--- config.mk ---
export PLATFORM = sky130hd
export DESIGN_NAME = rq_ram
export DESIGN_NICKNAME = d
export VERILOG_FILES = /design/src/rtl/core/rq_ram.sv
export SDC_FILE = /design/constraint.sdc
export NUM_CORES = 1
export LEC_CHECK = 0
export ABC_AREA = 1
export BUFFER_PORTS_ARGS = -buffer_cell sky130_fd_sc_hd__buf_2
export CAP_MARGIN = 20
export CORE_UTILIZATION = 43
export CTS_CLUSTER_DIAMETER = 50
export DETAILED_ROUTE_END_ITERATION = 6
export HOLD_SLACK_MARGIN = 0.12
export PLACE_DENSITY = 0.7
export SLEW_MARGIN = 30
export SYNTH_ARGS = -nofsm -noshare
export SYNTH_HDL_FRONTEND = slang
export SYNTH_SLANG_ARGS = --single-unit
--- constraint.sdc ---
create_clock -name clk -period 0.8 [get_ports clk]
set_input_delay 0.08 -clock clk [delete_from_list [all_inputs] [get_ports clk]]
set_output_delay 0.08 -clock clk [all_outputs]
set_load 0.03 [all_outputs]
--- src/rtl/core/rq_ram.sv ---
// ----------------------------------------------------------------------------
// rq_ram
// Generic single-write, single-read RAM with registered read data.
// ----------------------------------------------------------------------------
module rq_ram #(
	parameter int WIDTH = 8,
	parameter int DEPTH = 2,
	localparam int AW = (DEPTH > 1) ? $clog2(DEPTH) : 1
) (
	input  logic             clk,
	input  logic             we,
	input  logic [AW-1:0]    waddr,
	input  logic [WIDTH-1:0] wdata,
	input  logic [AW-1:0]    raddr,
	output logic [WIDTH-1:0] rdata
);

	logic [WIDTH-1:0] mem [DEPTH];

	always_ff @(posedge clk) begin
		if (we) begin
			mem[waddr] <= wdata;
		end
		rdata <= mem[raddr];
	end

endmodule

==> results.cfg <==
[die]
core_um2 = 1577
die_h_um = 44.06
io_pins = 20
die-area_um2 = 1941
die_x_um = 44.06
rows = 14
initial_core_util_pct = 48.25

[timing]
setup_viol = 8
slew_viol_final = 0
tightestPinTransition_ns = 0.1823
timing.setup.tns_ns = -0.3967
hold_slack_ns = 0.07636
max-slew-margin-rel_pct = 87.85
setup_slack_ns = -0.05264
rsz0062_at_grt = true
finalCritPeriodShare_pct = 106.6
hold_viol = 0
min_period_ns = 0.8526
worst_clock_skew_ns = 0.001218
fmax_mhz = 1173

[cells_and_area]
fillers = 125
drive_gt1_share_pct = 40.23
nets = 100
seqCellArea_um2 = 650.6
area_growth_pct = 40.46
diodes = 0
multi_input_area_um2 = 100.1

[power]
power_density_nw_per_um2 = 2121
power_leakage_nw = 0.4697
vdd_drop_max_mv = 1.172

[logic_synthesis]
synth_common_cells = 25 x nand2_1, 16 x edfxtp_1, 8 x dfxtp_1, 2 x inv_1
yosys-top-cells-area = edfxtp_1 63%, dfxtp_1 21%, nand2_1 12%
syn_area_um2 = 760.7
synth_top_cell_by_area = edfxtp_1
syn_nets = 66
synth_area_per_cell_um2 = 14.09
synth_top_area_share_pct = 63.16
yosysSeqAreaShare_pct = 84.21
synth_seq_cells = 24
ys_types = 7
yosys_warnings = 0
synthArstFlopShare_pct = 0
synth_most_common_cell = nand2_1
synth_edf_count = 16
synthCells = 54
synthFlopType = edfxtp_1

[route]
wirelength_mm = 1.105
wire_per_inst_um = 10.73
dr.pass1.iters = 5
vias = 470
drt-initial-drc-count = 10
viasPerCell = 4.563
ant_nets = 0
drc = 0

[clock_tree]
cts_buffers = 3
cts_root_buf = clkbuf_4
htree_num_levels = 1
cts.sinks = 24
hold_buffers = 8
clockBufferDepth = 2
cts.clk_slew.worst_paths_ns = 0.12
worstSkewPairLatency_ns = 0.31
cts_setup_buffers = 0
cts_tree = built

[setup_path]
critical_path.top_delay_family = flip-flops
crit_type = reg -> out
r2r_slack_ns = 0.20
rr_endpoint = rdata[0]
cp_max_fo = 1
r2r-start = mem[0][0]
cp.arrival_ns = 0.77
cp_slowest_stage_delay_ns = 0.34
path_cells = buf_6
critPathBufInv = 1
cp_slowest_cell = dfxtp_2
crit_required_ns = 0.72
rr_worst_depth = 2
worstSetupEndpointType = output pin
path_depth = 1
cp-startpoint = rdata[7]
critPathLaunchType = flop
endpoint = rdata[7]

[global_routing]
grt_first_pass_wirelength_mm = 1.759
grt_start_max_net_pins = 14
antenna_found_initial = 0
first_global_vias = 428
grt_overflow = 0
grtUsageTotal_pct = 13.62

[placement]
io_buffers = 19
hpwlAfterDp_um = 724.5
gp_congestion = 0.6922
place_ws_ns = 0.04744

[run]
cap_viol_max_count = 0

[outcome]
violations = setup timing
outcome = finished with violations

[worst_hold_path]
hold_class = in -> reg
[layer usage]
layer,GRT usage (%),wire length (um)
met4,12.73,46
met5,0,0
met1,16.11,489
met2,20.88,530
met3,2.449,39
[flip-flops by register name (all words and copies together), names as in the netlist]
| name | count |
|---|---|
| rdata | 8 |
| mem | 16 |
[logic make-up (layout without fill, tap and decap cells)]
| logic type | count (synthesis) | in the layout | synth area share (%) |
|---|---|---|---|
| and+or+nand+nor | 26 | 26 | 12.83 |
| DFF | 24 | 24 | 84.21 |
| buffers and inverters | 4 | 37 | 2.960 |
[layout by cell type (no fill, tap or decap)]
master and count:
clkbuf_4 3, edfxtp_1 16, inv_2 1, buf_12 1
buf_6 8, buf_4 2, inv_1 2, dfxtp_2 8
buf_2 11, nand2_1 25, clkinv_1 1, dlygate4sd3_1 8
nor2_2 1
[report_power, final]
group	switching, mW	total (mW)	internal, mW
Clock	0.335	0.517	0.182
Sequential	0.0277	1.45	1.43
Combinational	0.152	0.296	0.145
Total	0.514	2.27	1.75
[worst min-delay path by stage]
stage,cells after the start,end,slack [ns],start
floorplan,0,mem[0][0],0.18,wdata[0]
global placement,1,mem[1][5],0.27,wdata[5]
detailed placement,1,mem[0][6],0.27,wdata[6]
CTS,3,rdata[6],0.07,raddr
global route,3,rdata[2],0.09,raddr
finish,3,rdata[3],0.08,raddr
[through the flow]
| step | utilization [%] | area (um2) | std cells | total power, mW |
|---|---|---|---|---|
| floorplan | - | 763.2 | 54 | 1.598 |
| global placement | 57.22 | 902.1 | 91 | 1.687 |
| detailed placement | 57.22 | 902.1 | 91 | 1.695 |
| CTS | 67.78 | 1069 | 103 | 2.295 |
| global route | 67.78 | 1069 | 103 | 2.355 |
| finish | 67.78 | 1069 | 103 | 2.266 |
[area by class of cell]
cell class                 instances  area share [%]
clock buffer                       3           2.108
clock inverter                     1          0.3513
inverter                           3           1.054
multi-input combinational         26           9.368
sequential                        24           60.89
tap                               16           1.874
timing repair buffer              30           24.36
[timing repair]
| item | CTS | global route |
|---|---|---|
| resized for setup | 24 | 0 |
| cloned | 0 | 0 |
| endpoints found under the hold margin | 24 | 7 |
| setup endpoints to repair | 8 | 8 |
No activity file was read; power rests on OpenSTA's default activity.
